[src/cpid_pkg.sv]
package cpid_pkg;

    localparam int GAIN_W    = 16;
    localparam int IN_W      = 16;
    localparam int OUT_W     = 14;
    localparam int ERR_W     = 18;
    localparam int DIFF_W    = 21;
    localparam int INTEG_W   = 32;
    localparam int INTEG_FRAC = 16;
    localparam int Q8_FRAC   = 8;
    localparam int LOUT_W    = 16;
    localparam int MA_W      = GAIN_W + 1;
    localparam int MB_W      = INTEG_W;
    localparam int PROD_W    = MA_W + MB_W;
    localparam int PLO_W     = 36;
    localparam int IG_W      = 44;
    localparam int TERM_W    = 36;
    localparam int ACC_W     = 54;
    localparam int CFG_IDX_W = 3;
    localparam int STATE_W   = 4;

    localparam logic [1:0] MODE_POS = 2'd0;
    localparam logic [1:0] MODE_INC = 2'd1;
    localparam logic [1:0] MODE_ANA = 2'd2;

    localparam logic [1:0] LOOP_SPEED  = 2'd0;
    localparam logic [1:0] LOOP_DOUBLE = 2'd1;
    localparam logic [1:0] LOOP_ANGLE  = 2'd2;

    localparam logic [CFG_IDX_W-1:0] REG_MODE     = 3'd0;
    localparam logic [CFG_IDX_W-1:0] REG_LOOP     = 3'd1;
    localparam logic [CFG_IDX_W-1:0] REG_OUTER_KP = 3'd2;
    localparam logic [CFG_IDX_W-1:0] REG_OUTER_KI = 3'd3;
    localparam logic [CFG_IDX_W-1:0] REG_OUTER_KD = 3'd4;
    localparam logic [CFG_IDX_W-1:0] REG_INNER_KP = 3'd5;
    localparam logic [CFG_IDX_W-1:0] REG_INNER_KI = 3'd6;
    localparam logic [CFG_IDX_W-1:0] REG_INNER_KD = 3'd7;

    localparam logic [GAIN_W-1:0] INNER_KP_RST = 16'd1280;
    localparam logic [GAIN_W-1:0] INNER_KI_RST = 16'd26;

    localparam logic [STATE_W-1:0] ST_IDLE = 4'd0;
    localparam logic [STATE_W-1:0] ST_P    = 4'd1;
    localparam logic [STATE_W-1:0] ST_I    = 4'd2;
    localparam logic [STATE_W-1:0] ST_D    = 4'd3;
    localparam logic [STATE_W-1:0] ST_AI   = 4'd4;
    localparam logic [STATE_W-1:0] ST_AD   = 4'd5;
    localparam logic [STATE_W-1:0] ST_OUT  = 4'd6;
    localparam logic [STATE_W-1:0] ST_ERR  = 4'd7;
    localparam logic [STATE_W-1:0] ST_EMIT = 4'd8;

    typedef struct packed {
        logic [GAIN_W-1:0] kp;
        logic [GAIN_W-1:0] ki;
        logic [GAIN_W-1:0] kd;
    } t_gains;

    typedef struct packed {
        logic [STATE_W-1:0] state;
        logic               start;
        logic               inner;
        logic [1:0]         mode;
        logic               speed_only;
    } t_ctrl;

endpackage

[src/cpid_mul.sv]
module cpid_mul import cpid_pkg::*; (
    input  logic                     i_clk,
    input  logic                     i_en,
    input  logic signed [MA_W-1:0]   i_a,
    input  logic signed [MB_W-1:0]   i_b,
    output logic signed [PROD_W-1:0] o_prod
);

    logic signed [PROD_W-1:0] r_prod;

    always_ff @(posedge i_clk) begin
        if (i_en) begin
            r_prod <= PROD_W'(i_a) * PROD_W'(i_b);
        end
    end

    assign o_prod = r_prod;

endmodule

[src/cpid_datapath.sv]
module cpid_datapath import cpid_pkg::*; #(
    parameter int OUTPUT_LIMIT   = 5000,
    parameter int INTEGRAL_LIMIT = 2000,
    parameter int DT_SHIFT       = 10
) (
    input  logic                     i_clk,
    input  logic                     i_rst_n,
    input  t_ctrl                    i_ctrl,
    input  t_gains                   i_gains,
    input  logic signed [IN_W-1:0]   i_outer_target,
    input  logic signed [IN_W-1:0]   i_outer_measure,
    input  logic signed [IN_W-1:0]   i_inner_target,
    input  logic signed [IN_W-1:0]   i_inner_measure,
    output logic signed [LOUT_W-1:0] o_outer_out,
    output logic signed [LOUT_W-1:0] o_inner_out
);

    localparam logic signed [IG_W-1:0]   ILIM_Q16 =
        IG_W'(longint'(INTEGRAL_LIMIT) * 65536);
    localparam logic signed [PLO_W-1:0]  ILIM_Q8 =
        PLO_W'(longint'(INTEGRAL_LIMIT) * 256);
    localparam logic signed [ACC_W-1:0]  OLIM = ACC_W'(OUTPUT_LIMIT);
    localparam logic signed [ACC_W-1:0]  HALF_Q8 = ACC_W'(128);

    // per-loop state, index 0 outer, 1 inner
    logic signed [ERR_W-1:0]   r_prev  [2];
    logic signed [ERR_W-1:0]   r_prev2 [2];
    logic signed [INTEG_W-1:0] r_integ [2];
    logic signed [LOUT_W-1:0]  r_dacc  [2];
    logic signed [LOUT_W-1:0]  r_lout  [2];

    logic signed [IN_W-1:0]    r_it;
    logic signed [IN_W-1:0]    r_im;
    logic signed [ERR_W-1:0]   r_err;
    logic signed [ACC_W-1:0]   r_acc;
    logic signed [TERM_W-1:0]  r_term;

    logic                      lp;
    logic                      inc;
    logic                      ana;
    logic signed [DIFF_W-1:0]  e_x;
    logic signed [DIFF_W-1:0]  p_x;
    logic signed [DIFF_W-1:0]  q_x;
    logic signed [DIFF_W-1:0]  d1;
    logic signed [DIFF_W-1:0]  d2;
    logic                      mul_en;
    logic [GAIN_W-1:0]         mul_gain;
    logic signed [MA_W-1:0]    mul_a;
    logic signed [MB_W-1:0]    mul_b;
    logic signed [PROD_W-1:0]  prod;
    logic signed [PLO_W-1:0]   prod_lo;
    logic signed [IG_W-1:0]    ig_sum;
    logic signed [INTEG_W-1:0] ig_sat;
    logic signed [TERM_W-1:0]  i_term;
    logic signed [ACC_W-1:0]   acc_init;
    logic signed [ACC_W-1:0]   d_term;
    logic signed [ACC_W-1:0]   rnd;
    logic signed [LOUT_W-1:0]  lout;
    logic signed [ERR_W-1:0]   inner_err;

    assign lp  = i_ctrl.inner;
    assign inc = (i_ctrl.mode == MODE_INC);
    assign ana = (i_ctrl.mode == MODE_ANA);

    assign e_x = DIFF_W'(r_err);
    assign p_x = DIFF_W'(r_prev[lp]);
    assign q_x = DIFF_W'(r_prev2[lp]);
    assign d1  = e_x - p_x;
    assign d2  = e_x - (p_x <<< 1) + q_x;

    always_comb begin
        mul_en   = 1'b0;
        mul_gain = i_gains.kp;
        mul_b    = MB_W'(e_x);
        case (i_ctrl.state)
            ST_P: begin
                mul_en   = 1'b1;
                mul_gain = i_gains.kp;
                mul_b    = inc ? MB_W'(d1) : MB_W'(e_x);
            end
            ST_I: begin
                mul_en   = 1'b1;
                mul_gain = i_gains.ki;
                mul_b    = ana ? r_integ[lp] : MB_W'(e_x);
            end
            ST_D: begin
                mul_en   = 1'b1;
                mul_gain = i_gains.kd;
                mul_b    = inc ? MB_W'(d2) : MB_W'(d1);
            end
            default: begin
                mul_en   = 1'b0;
            end
        endcase
    end

    assign mul_a = $signed({1'b0, mul_gain});

    cpid_mul u_mul (
        .i_clk  (i_clk),
        .i_en   (mul_en),
        .i_a    (mul_a),
        .i_b    (mul_b),
        .o_prod (prod)
    );

    assign prod_lo = $signed(prod[PLO_W-1:0]);

    // integral update: analog in the P step, positional in the D step
    always_comb begin
        if (i_ctrl.state == ST_P) begin
            ig_sum = IG_W'(r_integ[lp]) + (IG_W'(r_err) <<< (INTEG_FRAC - DT_SHIFT));
        end else begin
            ig_sum = IG_W'(r_integ[lp]) + (IG_W'(prod_lo) <<< Q8_FRAC);
        end
        if (ig_sum > ILIM_Q16) begin
            ig_sat = INTEG_W'(ILIM_Q16);
        end else if (ig_sum < -ILIM_Q16) begin
            ig_sat = INTEG_W'(-ILIM_Q16);
        end else begin
            ig_sat = INTEG_W'(ig_sum);
        end
    end

    always_comb begin
        if (inc) begin
            if (prod_lo > ILIM_Q8) begin
                i_term = TERM_W'(ILIM_Q8);
            end else if (prod_lo < -ILIM_Q8) begin
                i_term = TERM_W'(-ILIM_Q8);
            end else begin
                i_term = TERM_W'(prod_lo);
            end
        end else if (ana) begin
            i_term = TERM_W'(prod >>> INTEG_FRAC);
        end else begin
            i_term = TERM_W'(ig_sat >>> Q8_FRAC);
        end
    end

    assign acc_init = ACC_W'(prod) + (inc ? (ACC_W'(r_dacc[lp]) <<< Q8_FRAC) : '0);
    assign d_term   = ana ? (ACC_W'(prod) <<< DT_SHIFT) : ACC_W'(prod);

    always_comb begin
        rnd = (r_acc + HALF_Q8) >>> Q8_FRAC;
        if (rnd > OLIM) begin
            lout = LOUT_W'(OLIM);
        end else if (rnd < -OLIM) begin
            lout = LOUT_W'(-OLIM);
        end else begin
            lout = LOUT_W'(rnd);
        end
    end

    assign inner_err = i_ctrl.speed_only ? (ERR_W'(r_it) - ERR_W'(r_im))
                                         : (ERR_W'(r_lout[1'b0]) - ERR_W'(r_im));

    always_ff @(posedge i_clk) begin
        if (!i_rst_n) begin
            for (int k = 0; k < 2; k++) begin
                r_prev[k]  <= '0;
                r_prev2[k] <= '0;
                r_integ[k] <= '0;
                r_dacc[k]  <= '0;
            end
        end else begin
            case (i_ctrl.state)
                ST_P: begin
                    if (ana) begin
                        r_integ[lp] <= ig_sat;
                    end
                end
                ST_D: begin
                    if (i_ctrl.mode == MODE_POS) begin
                        r_integ[lp] <= ig_sat;
                    end
                end
                ST_OUT: begin
                    r_prev[lp] <= r_err;
                    if (inc) begin
                        r_prev2[lp] <= r_prev[lp];
                        r_dacc[lp]  <= lout;
                    end
                end
                default: begin
                end
            endcase
        end
    end

    always_ff @(posedge i_clk) begin
        if (i_ctrl.start) begin
            r_it  <= i_inner_target;
            r_im  <= i_inner_measure;
            r_err <= ERR_W'(i_outer_target) - ERR_W'(i_outer_measure);
        end
        case (i_ctrl.state)
            ST_I:    r_acc  <= acc_init;
            ST_D:    r_term <= i_term;
            ST_AI:   r_acc  <= r_acc + ACC_W'(r_term);
            ST_AD:   r_acc  <= r_acc + d_term;
            ST_OUT:  r_lout[lp] <= lout;
            ST_ERR:  r_err  <= inner_err;
            default: begin
            end
        endcase
    end

    assign o_outer_out = r_lout[1'b0];
    assign o_inner_out = r_lout[1'b1];

endmodule

[src/cascaded_pid_controller_core.sv]
// Cascaded PID controller: an outer (angle) loop whose output feeds the inner
// (speed) loop, in positional, incremental or analog form; positional mode can
// also run the speed loop alone. Both loops run in turn on one shared 17x32
// multiplier under a small sequencer, six steps per loop plus one step to form
// the inner error and one to post the result. The result waits in an output
// register and the next request is taken meanwhile; a second result stalls
// only until the first is taken. Gains are unsigned Q8.8; outputs saturate at
// OUTPUT_LIMIT and integral terms at INTEGRAL_LIMIT, shared by both loops. The
// user must write registers through i_cfg_we / i_cfg_index / i_cfg_data only
// while the core is idle; the core itself does not enforce this.
module cascaded_pid_controller_core import cpid_pkg::*; #(
    parameter int OUTPUT_LIMIT   = 5000,
    parameter int INTEGRAL_LIMIT = 2000,
    parameter int DT_SHIFT       = 10
) (
    input  logic                        i_clk,
    input  logic                        i_rst_n,
    input  logic                        i_cfg_we,
    input  logic [CFG_IDX_W-1:0]        i_cfg_index,
    input  logic [GAIN_W-1:0]           i_cfg_data,
    input  logic                        i_in_valid,
    output logic                        o_in_ready,
    input  logic signed [IN_W-1:0]      i_outer_target,
    input  logic signed [IN_W-1:0]      i_outer_measure,
    input  logic signed [IN_W-1:0]      i_inner_target,
    input  logic signed [IN_W-1:0]      i_inner_measure,
    output logic                        o_out_valid,
    input  logic                        i_out_ready,
    output logic signed [OUT_W-1:0]     o_drive,
    output logic signed [OUT_W-1:0]     o_outer_drive
);

    logic [1:0]               r_mode;
    logic [1:0]               r_lsel;
    t_gains                   r_outer_g;
    t_gains                   r_inner_g;
    logic [STATE_W-1:0]       r_state;
    logic [STATE_W-1:0]       n_state;
    logic                     r_inner;
    logic                     n_inner;
    logic                     r_out_valid;
    logic                     n_out_valid;
    logic signed [OUT_W-1:0]  r_drive;
    logic signed [OUT_W-1:0]  r_outer_drive;

    logic                     in_fire;
    logic                     emit_fire;
    logic                     mode_ok;
    t_ctrl                    ctrl;
    logic signed [LOUT_W-1:0] outer_out;
    logic signed [LOUT_W-1:0] inner_out;

    assign mode_ok   = (r_mode == MODE_POS) || (r_mode == MODE_INC) ||
                       (r_mode == MODE_ANA);
    assign o_in_ready = (r_state == ST_IDLE);
    assign in_fire   = i_in_valid && o_in_ready;
    assign emit_fire = (r_state == ST_EMIT) && (!r_out_valid || i_out_ready);

    always_ff @(posedge i_clk) begin
        if (!i_rst_n) begin
            r_mode    <= MODE_POS;
            r_lsel    <= LOOP_SPEED;
            r_outer_g <= '0;
            r_inner_g <= '{kp: INNER_KP_RST, ki: INNER_KI_RST, kd: '0};
        end else if (i_cfg_we) begin
            case (i_cfg_index)
                REG_MODE:     r_mode       <= i_cfg_data[1:0];
                REG_LOOP:     r_lsel       <= i_cfg_data[1:0];
                REG_OUTER_KP: r_outer_g.kp <= i_cfg_data;
                REG_OUTER_KI: r_outer_g.ki <= i_cfg_data;
                REG_OUTER_KD: r_outer_g.kd <= i_cfg_data;
                REG_INNER_KP: r_inner_g.kp <= i_cfg_data;
                REG_INNER_KI: r_inner_g.ki <= i_cfg_data;
                REG_INNER_KD: r_inner_g.kd <= i_cfg_data;
                default: begin
                end
            endcase
        end
    end

    always_comb begin
        n_state = r_state;
        n_inner = r_inner;
        case (r_state)
            ST_IDLE: begin
                if (in_fire) begin
                    n_state = mode_ok ? ST_P : ST_EMIT;
                    n_inner = 1'b0;
                end
            end
            ST_P:   n_state = ST_I;
            ST_I:   n_state = ST_D;
            ST_D:   n_state = ST_AI;
            ST_AI:  n_state = ST_AD;
            ST_AD:  n_state = ST_OUT;
            ST_OUT: n_state = r_inner ? ST_EMIT : ST_ERR;
            ST_ERR: begin
                n_state = ST_P;
                n_inner = 1'b1;
            end
            ST_EMIT: begin
                if (emit_fire) begin
                    n_state = ST_IDLE;
                end
            end
            default: n_state = ST_IDLE;
        endcase
    end

    assign n_out_valid = (r_out_valid && !i_out_ready) || emit_fire;

    always_ff @(posedge i_clk) begin
        if (!i_rst_n) begin
            r_state     <= ST_IDLE;
            r_inner     <= 1'b0;
            r_out_valid <= 1'b0;
        end else begin
            r_state     <= n_state;
            r_inner     <= n_inner;
            r_out_valid <= n_out_valid;
        end
    end

    always_ff @(posedge i_clk) begin
        if (emit_fire) begin
            if (!mode_ok) begin
                r_drive       <= '0;
                r_outer_drive <= '0;
            end else begin
                r_outer_drive <= OUT_W'(outer_out);
                if ((r_mode == MODE_POS) && (r_lsel == LOOP_ANGLE)) begin
                    r_drive <= OUT_W'(outer_out);
                end else begin
                    r_drive <= OUT_W'(inner_out);
                end
            end
        end
    end

    assign ctrl.state      = r_state;
    assign ctrl.start      = in_fire;
    assign ctrl.inner      = r_inner;
    assign ctrl.mode       = r_mode;
    assign ctrl.speed_only = (r_mode == MODE_POS) &&
                             (r_lsel != LOOP_DOUBLE) && (r_lsel != LOOP_ANGLE);

    cpid_datapath #(
        .OUTPUT_LIMIT   (OUTPUT_LIMIT),
        .INTEGRAL_LIMIT (INTEGRAL_LIMIT),
        .DT_SHIFT       (DT_SHIFT)
    ) u_dp (
        .i_clk           (i_clk),
        .i_rst_n         (i_rst_n),
        .i_ctrl          (ctrl),
        .i_gains         (r_inner ? r_inner_g : r_outer_g),
        .i_outer_target  (i_outer_target),
        .i_outer_measure (i_outer_measure),
        .i_inner_target  (i_inner_target),
        .i_inner_measure (i_inner_measure),
        .o_outer_out     (outer_out),
        .o_inner_out     (inner_out)
    );

    assign o_out_valid   = r_out_valid;
    assign o_drive       = r_drive;
    assign o_outer_drive = r_outer_drive;

endmodule
[config.mk]
export PLATFORM = sky130hd
export DESIGN_NAME = cascaded_pid_controller_core
export DESIGN_NICKNAME = d
export VERILOG_FILES = /design/src/cpid_pkg.sv /design/src/cpid_mul.sv /design/src/cpid_datapath.sv /design/src/cascaded_pid_controller_core.sv
export SDC_FILE = /design/constraint.sdc
export NUM_CORES = 2
export LEC_CHECK = 0
export ABC_AREA = 1
export BUFFER_PORTS_ARGS = -buffer_cell sky130_fd_sc_hd__clkbuf_2
export CORE_ASPECT_RATIO = 1.25
export CORE_MARGIN = 4
export CORE_UTILIZATION = 45
export CTS_BUF_LIST = sky130_fd_sc_hd__clkbuf_8
export CTS_CLUSTER_SIZE = 25
export DETAILED_ROUTE_END_ITERATION = 8
export SLEW_MARGIN = 20
export SYNTH_ARGS = -nofsm -noshare
export SYNTH_HDL_FRONTEND = slang
export SYNTH_SLANG_ARGS = --single-unit
[constraint.sdc]
create_clock -name i_clk -period 27.8 [get_ports i_clk]
set_input_delay 5.56 -clock i_clk [delete_from_list [all_inputs] [get_ports i_clk]]
set_output_delay 5.56 -clock i_clk [all_outputs]
set_load 0.02 [all_outputs]
==> summary.md <==
| Metric | Value |
|---|---|
| Prevailing post-synth register cell | `edfxtp_1` |
| Final hold viol count | `0` |
| Die W | `329 um` |
| Multi-input gate area | `37,200 um2` |
| Core ar. | `127,000 um2` |
| GRT Overall Usage | `30.3%` |
| Critical path required time | `28.33 ns` |
| IO Count | `118` |
| Yosys top cell by area | `edfxtp_1` |
| RSZ-0062 raised after global routing | `no` |
| Post-synth EDFFs | `410` |
| Row count | `146` |
| Post-Route Utilization | `48.7%` |
| Initial Util | `45.5%` |
| Max cap viols | `0` |
| DRT Pass-1 Iters | `7` |
| Hold Path Stages | `2` |
| Vias per cell | `5.48` |
| CTS H-tree depth | `3` |
| # fillers | `13,000` |
| First-pass GRT wire length | `313,000 um` |
| Register area | `14,500 um2` |
| Postcts setup bufs | `0` |
| Die Ht | `409 um` |
| Synth area leaders | `edfxtp_1 (21%), fa_1 (18%), nand2_1 (11%)` |
| R2R Setup Slk | `16.37 ns` |
| DRC Markers | `0` |
| Period Utilization, post-route | `41.1%` |
| Clock Tree Buf Depth | `3` |
| FF-to-FF End | `u_dp.u_mul.o_prod[47]$_DFFE_PP_` |
| Count leader, synth | `nand2_1` |
| Clock Sink Count | `517` |
| Slew margin rel. | `28.1%` |
| Vias in the first global route | `53,600` |
| Clock transition at the registers of the reported paths | `0.07 ns` |
| Drt total wl | `205,000 um` |
| Status | `finished, final reports clean` |
| Post-placement setup slack | `16.39 ns` |
| Resized Gates After CTS | `0` |
| Reg2Reg Depth | `37` |
| Total Neg Setup Slack | `0 ns` |
| Sequential-to-total area share from yosys stat | `24.9%` |
| Num CTS Buffers | `89` |
| Routability cong. | `0.979` |
| Tmin final | `11.43 ns` |
| Hold Path Sink | `r_inner_g[19]$_SDFFE_PN1P_` |
| Clock Skews | `0.0587 ns` |
| Iter 0 DRT Violations | `4,522` |
| Critical path's slowest cell | `nand2_1` |
| Crit Path Max Fanout | `64` |
| Area growth syn-to-layout | `7.12%` |
| Share of cells above drive strength 1 | `5.68%` |
| Crit end category | `flip-flop` |
| Hold Worst Slack | `0.459 ns` |
| Worst slew pin tran | `1.08 ns` |
| Final HPWL DP | `163,000 um` |
| Ys async rst share | `0%` |
| Most common cell on crit path | `inv_1` |
| Largest net degree at the start of global routing | `101` |
| Avg Cell Area, Syn | `7.33 um2` |
| Worst hold-check path type | `flip-flop to flip-flop` |
| Synth Instances | `7,900` |
| Final number of max-transition violations | `0` |
| Startpoint Class | `flip-flop` |
| Hold path start | `r_inner_g[19]$_SDFFE_PN1P_` |
| Worst setup margin | `16.37 ns` |
| Post-synthesis register bit count | `517` |
| Synth top area share | `21.2%` |
| GRT overflow | `0` |
| Yosys cell types | `66` |
| Syn Nets | `8,843` |
| Crit Path Class | `flip-flop to flip-flop` |
| CTS tree | `done` |
| Final Net Count | `8,883` |
| Routed length per instance | `21.1 um` |
| CP max stage delay | `0.74 ns` |
| Port Buffers | `117` |
| # hold bufs at CTS | `0` |
| Root Buffer | `clkbuf_8` |
| Maximum clock frequency | `87.5 MHz` |
| Initial antenna violation count | `5` |
| Final setup violation count | `0` |
| Skew-Pair Late Insertion Delay | `0.82 ns` |
| Leading cell types by count after synthesis | `nand2_1 (1,622), inv_1 (1,395), nor2_1 (1,156)` |
| DIE AREA | `135,000 um2` |
| Yosys warnings | `0` |
| ANT nets after route | `0` |
| CP arrival | `11.97 ns` |
| Synth Cell Area | `57,900 um2` |
| Total number of vias | `53,200` |
[placed cells by master, fill, tap and decap left out, drive strengths merged, types with 19 or more instances in the layout]
cell	netlist	layout
a21o	21	21
ha	342	342
or2	40	40
o2111ai	24	24
nor3	45	45
o31ai	22	22
buf	54	75
o21ai	499	499
inv	1405	1428
clkinv	16	53
dfxtp	107	107
nor2	1175	1175
nand2	1637	1637
xnor2	60	60
edfxtp	410	410
o211ai	19	19
nand4	68	68
clkbuf	189	210
xor2	86	86
nand3	477	477
fa	513	513
a31oi	63	63
a21oi	468	468
[sequential cells by signal (all words and copies together), names as in the netlist, 4 cells and up, named ones only]
signal	flops
u_dp.r_prev2	34
u_dp.r_term	36
u_dp.r_im	16
r_inner_g	48
r_state	4
u_dp.r_it	16
o_outer_drive	14
u_dp.r_err	17
u_dp.u_mul.o_prod	49
u_dp.r_integ	64
r_outer_g	48
u_dp.r_prev	34
u_dp.r_acc	54
u_dp.r_lout	30
o_drive	14
u_dp.r_dacc	32
[how the worst max path moves through the flow]
stage / from / endpoint / slack [ns] / cells past startpoint
floorplan: flip-flop / u_dp.u_mul.o_prod[48]$_DFFE_PP_ / 18.45 / 38
global placement: flip-flop / u_dp.u_mul.o_prod[47]$_DFFE_PP_ / 16.53 / 37
detailed placement: flip-flop / u_dp.u_mul.o_prod[47]$_DFFE_PP_ / 16.39 / 37
CTS: flip-flop / u_dp.u_mul.o_prod[47]$_DFFE_PP_ / 16.38 / 37
global route: flip-flop / u_dp.u_mul.o_prod[47]$_DFFE_PP_ / 15.61 / 37
finish: flip-flop / u_dp.u_mul.o_prod[47]$_DFFE_PP_ / 16.37 / 37
[cell families after synthesis]
group	Yosys count	synth area share, %
AOI/OAI and AO/OA	1204	11.6
DFF	517	24.9
adders and majority gates	855	25.1
muxes	19	0.335
xor gates and xnor gates	146	2.22
buffers and inverters	1664	10.9
and+or+nand+nor	3495	24.9
[stage by stage]
stage / area (um2) / cells
floorplan: 57900 / 7900
global placement: 60300 / 9551
detailed placement: 60300 / 9551
CTS: 62100 / 9713
global route: 62100 / 9715
finish: 62100 / 9715
[final cells by class]
type                            instances  share of cell area [%]
Clock buffer                           93                    2.06
Timing Repair Buffer                  192                    1.85
Sequential cell                       517                    23.3
Antenna cell                            2                 0.00806
Tap cell                             1702                    3.43
Multi-Input combinational cell       5719                    60.0
Clock inverter                         69                   0.782
Inverter                             1421                    8.60
[worst max-delay path, delay by kind of cell, from the launching register on]
kind | cells | cell delay (ns)
simple gates | 8 | 2.73
compound gates | 9 | 2.13
flops | 1 | 0.70
buf+inv | 10 | 1.08
fa+ha+maj | 9 | 4.41
xor+xnor | 1 | 0.08
[per-layer routing]
metal / up-vias / GRT usage, % / share of wire (%)
li1: 25300 / - / -
met1: 25400 / 36.1 / 39
met2: 2037 / 53.0 / 49
met3: 529 / 4.25 / 6.4
met4: 4 / 15.6 / 6.0
met5: - / 0 / 0.011
Power is left out: the tool's default activity adds up to more than one toggle a clock period on the data nets, which glitch-free logic cannot reach.
